`src/hdl/wrs_pkg.sv`:
```
// Shared types and constants for the white region steering block.
`default_nettype none
package wrs_pkg;

  localparam int unsigned COUNT_W  = 24;
  localparam int unsigned TOTAL_W  = 26;
  localparam int unsigned QUOT_W   = 16;
  localparam int unsigned WIDTH_W  = 13;
  localparam int unsigned LEVEL_W  = 8;

  localparam logic [COUNT_W-1:0] COUNT_MAX = {COUNT_W{1'b1}};

  // Number of channel bytes compared; only the first three exist.
  localparam int unsigned BYTES_PER_PIXEL = 3;

  localparam int unsigned CFG_IDX_W  = 2;
  localparam int unsigned CFG_DATA_W = 13;
  localparam logic [CFG_IDX_W-1:0] CFG_IMAGE_WIDTH = 2'd0;
  localparam logic [CFG_IDX_W-1:0] CFG_WHITE_LEVEL = 2'd1;

  localparam logic [WIDTH_W-1:0] WIDTH_RESET  = 13'd640;
  localparam logic [WIDTH_W-1:0] REGION_RESET = 13'd213;
  localparam logic [LEVEL_W-1:0] LEVEL_RESET  = 8'd255;
  localparam logic [WIDTH_W-1:0] WIDTH_MIN    = 13'd3;

  // floor(w / 3) == (w * 2731) >> 13 for every w up to 4096.
  localparam int unsigned RECIP_THIRD = 2731;
  localparam int unsigned RECIP_SHIFT = 13;

  localparam int unsigned QUEUE_DEPTH = 2;

  localparam logic signed [QUOT_W-1:0] TURN_MAX = 16'sd32767;

  typedef struct packed {
    logic [7:0] byte_first;
    logic [7:0] byte_second;
    logic [7:0] byte_third;
    logic       end_of_frame;
  } wrs_pixel_t;

  typedef struct packed {
    logic                     drive_forward;
    logic signed [QUOT_W-1:0] turn_rate;
    logic [COUNT_W-1:0]       white_total;
  } wrs_result_t;

  typedef struct packed {
    logic [WIDTH_W-1:0] width;
    logic [WIDTH_W-1:0] region;
    logic [LEVEL_W-1:0] level;
  } wrs_cfg_t;

  typedef struct packed {
    logic [COUNT_W-1:0] left;
    logic [COUNT_W-1:0] right;
    logic [TOTAL_W-1:0] total;
  } wrs_frame_t;

endpackage
`default_nettype wire

```
`src/hdl/wrs_front.sv`:
```
// Pixel classifier with column counter and per-region white counters.
`default_nettype none
module wrs_front #(
  parameter int unsigned COL_W = 12
) (
  input  wire logic               clk,
  input  wire logic               rst_n,
  input  wire wrs_pkg::wrs_cfg_t  cfg,
  input  wire logic               in_valid,
  input  wire wrs_pkg::wrs_pixel_t in_data,
  output logic                    in_stall,
  input  wire logic               q_full,
  output logic                    push,
  output wrs_pkg::wrs_frame_t     push_frame
);
  import wrs_pkg::*;

  logic [COL_W-1:0]   column_r, column_nxt;
  logic [COUNT_W-1:0] left_r, left_nxt;
  logic [COUNT_W-1:0] middle_r, middle_nxt;
  logic [COUNT_W-1:0] right_r, right_nxt;
  logic               accept;
  logic               white;
  logic [7:0]         bytes [3];
  logic [COL_W:0]     col_inc;
  logic [WIDTH_W:0]   twice_region;
  logic [COUNT_W-1:0] left_upd, middle_upd, right_upd;

  assign in_stall = q_full;
  assign accept   = in_valid && !in_stall;

  always_comb begin
    bytes[0] = in_data.byte_first;
    bytes[1] = in_data.byte_second;
    bytes[2] = in_data.byte_third;
    white = 1'b1;
    for (int i = 0; i < 3; i++) begin
      if (i < BYTES_PER_PIXEL && bytes[i] != cfg.level) begin
        white = 1'b0;
      end
    end
  end

  always_comb begin
    twice_region = {cfg.region, 1'b0};
    left_upd   = left_r;
    middle_upd = middle_r;
    right_upd  = right_r;
    if (white) begin
      if (WIDTH_W'(column_r) < cfg.region) begin
        if (left_r != COUNT_MAX) left_upd = left_r + 1'b1;
      end else if ((WIDTH_W + 1)'(column_r) < twice_region) begin
        if (middle_r != COUNT_MAX) middle_upd = middle_r + 1'b1;
      end else begin
        if (right_r != COUNT_MAX) right_upd = right_r + 1'b1;
      end
    end
    col_inc = {1'b0, column_r} + 1'b1;
  end

  always_comb begin
    column_nxt = column_r;
    left_nxt   = left_r;
    middle_nxt = middle_r;
    right_nxt  = right_r;
    push       = 1'b0;
    push_frame.left  = left_upd;
    push_frame.right = right_upd;
    push_frame.total = TOTAL_W'(left_upd) + TOTAL_W'(middle_upd) + TOTAL_W'(right_upd);
    if (accept) begin
      if (in_data.end_of_frame) begin
        push       = 1'b1;
        column_nxt = '0;
        left_nxt   = '0;
        middle_nxt = '0;
        right_nxt  = '0;
      end else begin
        left_nxt   = left_upd;
        middle_nxt = middle_upd;
        right_nxt  = right_upd;
        if ((WIDTH_W + 1)'(col_inc) >= {1'b0, cfg.width}) begin
          column_nxt = '0;
        end else begin
          column_nxt = col_inc[COL_W-1:0];
        end
      end
    end
  end

  always_ff @(posedge clk) begin
    if (!rst_n) begin
      column_r <= '0;
      left_r   <= '0;
      middle_r <= '0;
      right_r  <= '0;
    end else begin
      column_r <= column_nxt;
      left_r   <= left_nxt;
      middle_r <= middle_nxt;
      right_r  <= right_nxt;
    end
  end

endmodule
`default_nettype wire

```
`src/hdl/wrs_queue.sv`:
```
// Short queue of finished frame counts between the classifier and the divider.
`default_nettype none
module wrs_queue (
  input  wire logic                clk,
  input  wire logic                rst_n,
  input  wire logic                push,
  input  wire wrs_pkg::wrs_frame_t push_frame,
  input  wire logic                pop,
  output logic                     full,
  output logic                     not_empty,
  output wrs_pkg::wrs_frame_t      head
);
  import wrs_pkg::*;

  localparam int unsigned PTR_W = (QUEUE_DEPTH > 1) ? $clog2(QUEUE_DEPTH) : 1;
  localparam int unsigned CNT_W = $clog2(QUEUE_DEPTH + 1);
  localparam logic [PTR_W-1:0] LAST = PTR_W'(QUEUE_DEPTH - 1);
  localparam logic [CNT_W-1:0] FULL_CNT = CNT_W'(QUEUE_DEPTH);

  wrs_frame_t       entry_r [QUEUE_DEPTH];
  logic [PTR_W-1:0] wptr_r, wptr_nxt;
  logic [PTR_W-1:0] rptr_r, rptr_nxt;
  logic [CNT_W-1:0] count_r, count_nxt;

  assign full      = (count_r == FULL_CNT);
  assign not_empty = (count_r != '0);
  assign head      = entry_r[rptr_r];

  always_comb begin
    wptr_nxt  = wptr_r;
    rptr_nxt  = rptr_r;
    count_nxt = count_r;
    if (push) begin
      wptr_nxt = (wptr_r == LAST) ? '0 : wptr_r + 1'b1;
    end
    if (pop) begin
      rptr_nxt = (rptr_r == LAST) ? '0 : rptr_r + 1'b1;
    end
    if (push && !pop) begin
      count_nxt = count_r + 1'b1;
    end else if (pop && !push) begin
      count_nxt = count_r - 1'b1;
    end
  end

  always_ff @(posedge clk) begin
    if (!rst_n) begin
      wptr_r  <= '0;
      rptr_r  <= '0;
      count_r <= '0;
    end else begin
      wptr_r  <= wptr_nxt;
      rptr_r  <= rptr_nxt;
      count_r <= count_nxt;
    end
  end

  always_ff @(posedge clk) begin
    if (push) begin
      entry_r[wptr_r] <= push_frame;
    end
  end

endmodule
`default_nettype wire

```
`src/hdl/wrs_back.sv`:
```
// Bit-serial turn rate divider and result output register.
`default_nettype none
module wrs_back (
  input  wire logic                clk,
  input  wire logic                rst_n,
  input  wire logic                q_not_empty,
  input  wire wrs_pkg::wrs_frame_t q_head,
  output logic                     pop,
  output logic                     out_valid,
  input  wire logic                out_stall,
  output wrs_pkg::wrs_result_t     out_data
);
  import wrs_pkg::*;

  localparam int unsigned REM_W  = TOTAL_W + 1;
  localparam int unsigned STEP_W = $clog2(QUOT_W);
  localparam logic [STEP_W-1:0] LAST_STEP = STEP_W'(QUOT_W - 1);

  typedef enum logic [2:0] {
    S_IDLE = 3'b001,
    S_DIV  = 3'b010,
    S_WAIT = 3'b100
  } state_t;

  state_t              state_r, state_nxt;
  logic [REM_W-1:0]    rem_r, rem_nxt;
  logic [TOTAL_W-1:0]  total_r, total_nxt;
  logic [QUOT_W-1:0]   quot_r, quot_nxt;
  logic [STEP_W-1:0]   step_r, step_nxt;
  logic                neg_r, neg_nxt;
  logic                out_valid_r, out_valid_nxt;
  wrs_result_t         out_data_r, out_data_nxt;
  logic                ge;
  logic [REM_W-1:0]    rem_sub;
  wrs_result_t         result;

  assign out_valid = out_valid_r;
  assign out_data  = out_data_r;

  always_comb begin
    ge      = (rem_r >= {1'b0, total_r});
    rem_sub = ge ? rem_r - {1'b0, total_r} : rem_r;
  end

  always_comb begin
    result.drive_forward = (total_r != '0);
    result.white_total   = (total_r > TOTAL_W'(COUNT_MAX)) ? COUNT_MAX : total_r[COUNT_W-1:0];
    if (total_r == '0) begin
      result.turn_rate = '0;
    end else if (neg_r) begin
      result.turn_rate = -$signed(quot_r);
    end else if (quot_r[QUOT_W-1]) begin
      result.turn_rate = TURN_MAX;
    end else begin
      result.turn_rate = $signed(quot_r);
    end
  end

  always_comb begin
    state_nxt     = state_r;
    rem_nxt       = rem_r;
    total_nxt     = total_r;
    quot_nxt      = quot_r;
    step_nxt      = step_r;
    neg_nxt       = neg_r;
    out_valid_nxt = out_valid_r;
    out_data_nxt  = out_data_r;
    pop           = 1'b0;
    if (out_valid_r && !out_stall) begin
      out_valid_nxt = 1'b0;
    end
    unique case (state_r)
      S_IDLE: begin
        if (q_not_empty) begin
          pop       = 1'b1;
          total_nxt = q_head.total;
          neg_nxt   = (q_head.left < q_head.right);
          rem_nxt   = (q_head.left < q_head.right) ?
                      REM_W'(q_head.right - q_head.left) :
                      REM_W'(q_head.left - q_head.right);
          step_nxt  = '0;
          state_nxt = S_DIV;
        end
      end
      S_DIV: begin
        quot_nxt = {quot_r[QUOT_W-2:0], ge};
        rem_nxt  = {rem_sub[REM_W-2:0], 1'b0};
        step_nxt = step_r + 1'b1;
        if (step_r == LAST_STEP) begin
          state_nxt = S_WAIT;
        end
      end
      S_WAIT: begin
        if (!out_valid_r || !out_stall) begin
          out_valid_nxt = 1'b1;
          out_data_nxt  = result;
          state_nxt     = S_IDLE;
        end
      end
      default: state_nxt = S_IDLE;
    endcase
  end

  always_ff @(posedge clk) begin
    if (!rst_n) begin
      state_r     <= S_IDLE;
      out_valid_r <= 1'b0;
    end else begin
      state_r     <= state_nxt;
      out_valid_r <= out_valid_nxt;
    end
  end

  always_ff @(posedge clk) begin
    rem_r      <= rem_nxt;
    total_r    <= total_nxt;
    quot_r     <= quot_nxt;
    step_r     <= step_nxt;
    neg_r      <= neg_nxt;
    out_data_r <= out_data_nxt;
  end

endmodule
`default_nettype wire

```
`src/hdl/white_region_steering.sv`:
```
// Top level of the white region steering block: configuration, front, queue and back.
// Pixels are taken one per cycle; in_stall rises only while the frame queue is full.
// After its end_of_frame pixel is accepted, a frame's counts pass the queue, the 16-step
// serial divider and output register; the next frame pops after the last result registers.
// Short frames that outpace the back fill the two-entry queue and stall the pixel input.
// Synchronous active-low reset clears the counters, the queue and the output valid,
// and returns image_width to 640 and white_level to 255.
`default_nettype none
module white_region_steering #(
  parameter int unsigned MAX_WIDTH = 4096
) (
  input  wire logic                                clk,
  input  wire logic                                rst_n,
  input  wire logic                                in_valid,
  output logic                                     in_stall,
  input  wire wrs_pkg::wrs_pixel_t                 in_data,
  output logic                                     out_valid,
  input  wire logic                                out_stall,
  output wrs_pkg::wrs_result_t                     out_data,
  input  wire logic                                cfg_valid,
  output logic                                     cfg_ready,
  input  wire logic [wrs_pkg::CFG_IDX_W-1:0]       cfg_index,
  input  wire logic [wrs_pkg::CFG_DATA_W-1:0]      cfg_wdata
);
  import wrs_pkg::*;

  // The column counter only has to hold values below the widest allowed row.
  localparam int unsigned COL_W = (MAX_WIDTH > 2) ? $clog2(MAX_WIDTH) : 2;
  localparam logic [WIDTH_W-1:0] MAX_W = WIDTH_W'(MAX_WIDTH);

  // Configuration is held already clamped, with the region width precomputed,
  // so the pixel path sees only compares.
  logic [WIDTH_W-1:0] width_r, width_nxt;
  logic [WIDTH_W-1:0] region_r, region_nxt;
  logic [LEVEL_W-1:0] level_r, level_nxt;
  logic [WIDTH_W-1:0] eff_width;
  logic [24:0]        third_prod;
  wrs_cfg_t           cfg;

  logic               q_push, q_pop, q_full, q_not_empty;
  wrs_frame_t         push_frame, q_head;

  // Writes are never refused.
  assign cfg_ready = 1'b1;

  // Clamp the written width into the legal range, then divide by three with a
  // reciprocal multiply that is exact over that range.
  always_comb begin
    if (cfg_wdata < WIDTH_MIN) begin
      eff_width = WIDTH_MIN;
    end else if (cfg_wdata > MAX_W) begin
      eff_width = MAX_W;
    end else begin
      eff_width = cfg_wdata;
    end
    third_prod = 25'(eff_width) * 25'(RECIP_THIRD);
  end

  always_comb begin
    width_nxt  = width_r;
    region_nxt = region_r;
    level_nxt  = level_r;
    if (cfg_valid && cfg_ready) begin
      unique case (cfg_index)
        CFG_IMAGE_WIDTH: begin
          width_nxt  = eff_width;
          region_nxt = WIDTH_W'(third_prod >> RECIP_SHIFT);
        end
        CFG_WHITE_LEVEL: begin
          level_nxt = cfg_wdata[LEVEL_W-1:0];
        end
        default: begin
        end
      endcase
    end
  end

  always_ff @(posedge clk) begin
    if (!rst_n) begin
      width_r  <= WIDTH_RESET;
      region_r <= REGION_RESET;
      level_r  <= LEVEL_RESET;
    end else begin
      width_r  <= width_nxt;
      region_r <= region_nxt;
      level_r  <= level_nxt;
    end
  end

  assign cfg.width  = width_r;
  assign cfg.region = region_r;
  assign cfg.level  = level_r;

  // Front: classifies each pixel and accumulates the three region counts.
  wrs_front #(
    .COL_W (COL_W)
  ) u_front (
    .clk        (clk),
    .rst_n      (rst_n),
    .cfg        (cfg),
    .in_valid   (in_valid),
    .in_data    (in_data),
    .in_stall   (in_stall),
    .q_full     (q_full),
    .push       (q_push),
    .push_frame (push_frame)
  );

  // Queue: holds finished frame counts while the divider is busy.
  wrs_queue u_queue (
    .clk        (clk),
    .rst_n      (rst_n),
    .push       (q_push),
    .push_frame (push_frame),
    .pop        (q_pop),
    .full       (q_full),
    .not_empty  (q_not_empty),
    .head       (q_head)
  );

  // Back: forms the turn rate one quotient bit per cycle and holds the result.
  wrs_back u_back (
    .clk         (clk),
    .rst_n       (rst_n),
    .q_not_empty (q_not_empty),
    .q_head      (q_head),
    .pop         (q_pop),
    .out_valid   (out_valid),
    .out_stall   (out_stall),
    .out_data    (out_data)
  );

  // A frame is never written into a full queue.
  a_no_overflow: assert property (@(posedge clk) disable iff (!rst_n)
    q_push |-> !q_full)
    else $error("frame pushed into a full queue");

  // The divider only takes a frame that is actually queued.
  a_no_underflow: assert property (@(posedge clk) disable iff (!rst_n)
    q_pop |-> q_not_empty)
    else $error("frame popped from an empty queue");

  // A result with no white pixels must stop and carry no turn and a zero white total.
  a_empty_frame: assert property (@(posedge clk) disable iff (!rst_n)
    (out_valid && !out_data.drive_forward) |->
      (out_data.turn_rate == '0 && out_data.white_total == '0))
    else $error("empty frame produced a nonzero turn or total");

  // Forward drive agrees with the reported white count.
  a_drive_total: assert property (@(posedge clk) disable iff (!rst_n)
    out_valid |-> (out_data.drive_forward == (out_data.white_total != '0)))
    else $error("drive_forward disagrees with white_total");

endmodule
`default_nettype wire
```
`config.mk`:
```
export PLATFORM = sky130hd
export DESIGN_NAME = white_region_steering
export DESIGN_NICKNAME = d
export VERILOG_FILES = /design/src/hdl/wrs_pkg.sv /design/src/hdl/wrs_front.sv /design/src/hdl/wrs_queue.sv /design/src/hdl/wrs_back.sv /design/src/hdl/white_region_steering.sv
export SDC_FILE = /design/constraint.sdc
export NUM_CORES = 1
export LEC_CHECK = 0
export BUFFER_PORTS_ARGS = -buffer_cell sky130_fd_sc_hd__buf_2
export CAP_MARGIN = 10
export CELL_PAD_IN_SITES_DETAIL_PLACEMENT = 1
export CELL_PAD_IN_SITES_GLOBAL_PLACEMENT = 1
export CORE_UTILIZATION = 45
export DETAILED_ROUTE_END_ITERATION = 8
export PLACE_DENSITY_LB_ADDON = 0.1
export SLEW_MARGIN = 10
export SYNTH_ARGS = -nofsm -noshare
export SYNTH_HDL_FRONTEND = slang
export SYNTH_SLANG_ARGS = --single-unit
```
`constraint.sdc`:
```
create_clock -name clk -period 13.65 [get_ports clk]
set_clock_uncertainty 0.05 [all_clocks]
set_input_delay 2.73 -clock clk [delete_from_list [all_inputs] [get_ports clk]]
set_output_delay 2.73 -clock clk [all_outputs]
set_load 0.1 [all_outputs]
```
==> results.md <==
* Outcome: finished, final reports clean
* Skew-Pair Late Insertion Delay at approximately 0.60 ns
* Setup bufs post-CTS at 0
* Die Y at about 240 um
* Register-to-register setup slack at 5.03 ns
* Nets at between 3000 and 4000
* Syn avg cell area at 9.65 um2
* Gr usage total at between 20 and 30%
* Final cycle utilization of the critical path at between 70% and 80%
* Critical path capture point type: flip-flop
* CP Data Required Time at 13.92 ns
* Die W at ~240 um
* Ant diodes at 0
* RD Place Congestion at just under 0.9
* DRT iter0 DRCs at around 970
* CTS resizes at 0
* Num ports at between 80 and 90
* Endpoints failing setup at 0
* Fin cells at about 3600
* Async set-reset flop share out of synthesis at 0%
* Cells after Synth at around 2700
* Hold Vio Cnt, Final at 0
* WHS Endpoint: region_r[1]
* First-pass GRT wire length at between 100000 and 150000 um
* Port bufs at between 80 and 90
* Row count at around 90
* H-Tree Depth at 2
* Max-Cap Viols at 0
* CP arrival at between 10 and 15 ns
* Leakage dissipation at around 12 nW
* CTS Hold Buffers Added at 0
* Number of synthesized register bits at 389
* Worst R2R End: u_queue.entry_r[0][23]
* Via count at 20700
* Syn nets at 3080
* RSZ-0062 raised after global routing: no
* Fin Setup TNS at 0 ns
* Antenna violations before repair at 0
* Total clock sinks at 389
* First drt pass iteration count at 5
* Max-slew headroom at approximately a fifth
* Detailed Place HPWL at roughly 57000 um
* Power, Total at 4.86 mW
* PD cells at 167 nW/um2
* Maximum clock frequency at around 0.095 GHz
* Initial core utilization at between 40% and 50%
* Largest net degree at the start of global routing at 70
* Commonest cells after routing, fill and taps aside: edfxtp_1 (263), ha_1 (247), inv_1 (245)
* WL final at between 70000 and 80000 um
* Maximum fanout along the worst path at 14
* Root Driver: clkbuf_16
* Worst IR Drop VDD at around 0.27 mV
* Netlist cell types at 76
* WHS Path Cells at 2
* Worst Tran Pin Value at approximately 1.2 ns
* Filler Cell Count at between 6000 and 7000
* CTS tree: built
* R2R depth at 27
* GRT Residual Overflow at 0
* Leading cell type in the layout, fill and taps excluded: edfxtp_1
* Startpoint types: input pin
* Yosys warnings at 0
* Die area at between 50000 and 60000 um2
* Worst setup path category: in -> reg
* Layout cell share with drive strength beyond 1 at around 8.6%
* CTS Buffer Depth at 3
* Post-synthesis sequential area ratio at 39.4%
* Clk slew on worst S/H paths at around 0.060 ns
* Crit path time final at between 10 and 15 ns
* Synth Flop Type: edfxtp_1
* Crit Reg-Reg Startpoint: level_r[2]
* Hold WC Path Type: reg -> reg
* Post-detailed-route count of antenna-violating nets at 0
* Inserted Clock Buffers at 46
* Hold Startpoint: region_r[1]
* Slew Limit Fails at 0
* Placed Cells at about 3500
* Vias per cell at 5.79
* Synthesized area at roughly 26000 um2
* Vias in the first global route at 22100
* Area Overhead vs Synth at 9.95%
* DR WL/cell at around 21 um
* Number of synthesized flops with an enable pin at ~260
* # DRC at 0
* Core footprint at ~58000 um2
==> flip-flops by register name (all words and copies together), names as in the netlist, 8 cells and up, named ones only <==
register / count
u_queue.entry_r: 148
u_back.out_data: 41
u_back.rem_r: 27
u_back.total_r: 26
u_front.left_r: 24
u_front.middle_r: 24
u_front.right_r: 24
u_back.quot_r: 16
width_r: 13
region_r: 12
u_front.column_r: 12
level_r: 8
==> how the worst max path moves through the flow <==
stage,start,slack [ns],endpoint
2_1_floorplan,in_data[11],4.20,u_queue.entry_r[0][23]
3_3_place_gp,in_data[11],2.76,u_queue.entry_r[0][23]
3_5_place_dp,in_data[11],2.65,u_queue.entry_r[1][23]
4_1_cts,in_data[11],3.20,u_queue.entry_r[1][23]
5_1_grt,in_data[11],2.69,u_queue.entry_r[0][23]
6_report,in_data[11],3.15,u_queue.entry_r[0][23]
==> per-stage QoR <==
step	util, %	setup slack, ns	area, um2	hold WS, ns
after floorplan	-	4.20	26400	0.382
after detailed placement	47.7	2.65	27600	0.401
final	50.2	3.15	29000	0.408
after global placement	47.7	2.76	27600	0.395
after global routing	50.2	2.69	29000	0.424
after CTS	50.2	3.20	29000	0.409
==> cell families after synthesis <==
family | share of synthesized area (%)
AND/OR/NAND/NOR | 14.6
AO/OA/AOI/OAI | 15.3
flip-flops | 39.4
buffers and inverters | 5.35
adder cells (fa/ha/maj) | 15.5
XOR/XNOR | 6.07
multiplexers | 3.71
other | 0.0142
==> power breakdown <==
part	total [mW]	internal [mW]	leakage (nW)	switching (mW)
clock network	1.20	0.677	0.702	0.523
registers	1.57	1.47	3.44	0.0992
logic	2.09	0.785	8.04	1.30
total	4.86	2.94	12.2	1.93
==> routing by layer <==
metal | vias to the layer above | global-route usage [%] | share of wire [%]
met4 | 0 | 6.16 | 2.0
met2 | 257 | 45.3 | 50
met1 | 10400 | 32.6 | 45
met3 | 96 | 2.56 | 2.5
met5 | - | 0 | 0
li1 | 9953 | - | -
==> critical path, cell delays in order <==
cell       delay [ns]
buf_2            0.10
or4_1            0.50
a221oi_1         0.31
nand3_1          0.11
or4_1            0.69
a211o_4          0.46
nor2_1           0.77
mux2i_1          0.44
inv_1            0.14
ha_1             0.31
a21o_1           0.18
a21oi_1          0.28
nor3b_1          0.11
o21ai_0          0.31
a21oi_1          0.23
or3_1            0.39
a31oi_1          0.26
o21bai_1         0.09
a21oi_1          0.17
xnor2_1          0.14
ha_1             0.31
and3_1           0.24
o2111ai_1        0.15
a31oi_1          0.11
nor4b_1          0.46
nor3_1           0.19
o31a_1           0.33
o31a_1           0.25
==> synth_stat cells, drive strengths merged, types with 10 or more instances <==
library cell    n  area [um2]
o211ai         21         158
a41oi          16         140
nor2b          23         144
a21o           62         465
xor2           76         666
mux2i          63         631
and2           19         119
fa             50        1000
and3           37         231
nor3b          10        75.1
nor4           16         106
nand2b         35         219
edfxtp        263        7900
a211oi         17         128
nand4          39         244
or4            16         120
or3            39         244
ha            247        3090
inv           247         927
a31oi          42         263
xnor2         107         937
dfxtp         126        2520
o31ai          21         158
a21oi         191         956
nand2         189         709
nor2          161         604
o21a           19         143
nand3          94         470
o21ai         158         791
a311oi         11        96.3
clkbuf        105         394
o21bai         10        75.1
nor3           50         262
mux2           31         349
buf            19        91.3
==> cell type report <==
cell class | count | area (um2) | share of cell area, %
multi-input combinational | 1978 | 14600 | 50.4
inverter | 247 | 927 | 3.19
clock inverter | 24 | 225 | 0.775
clock buffer | 61 | 1230 | 4.23
tap | 765 | 957 | 3.30
timing repair buffer | 113 | 651 | 2.24
sequential | 389 | 10400 | 35.9
No activity file was read; power rests on OpenSTA's default activity.
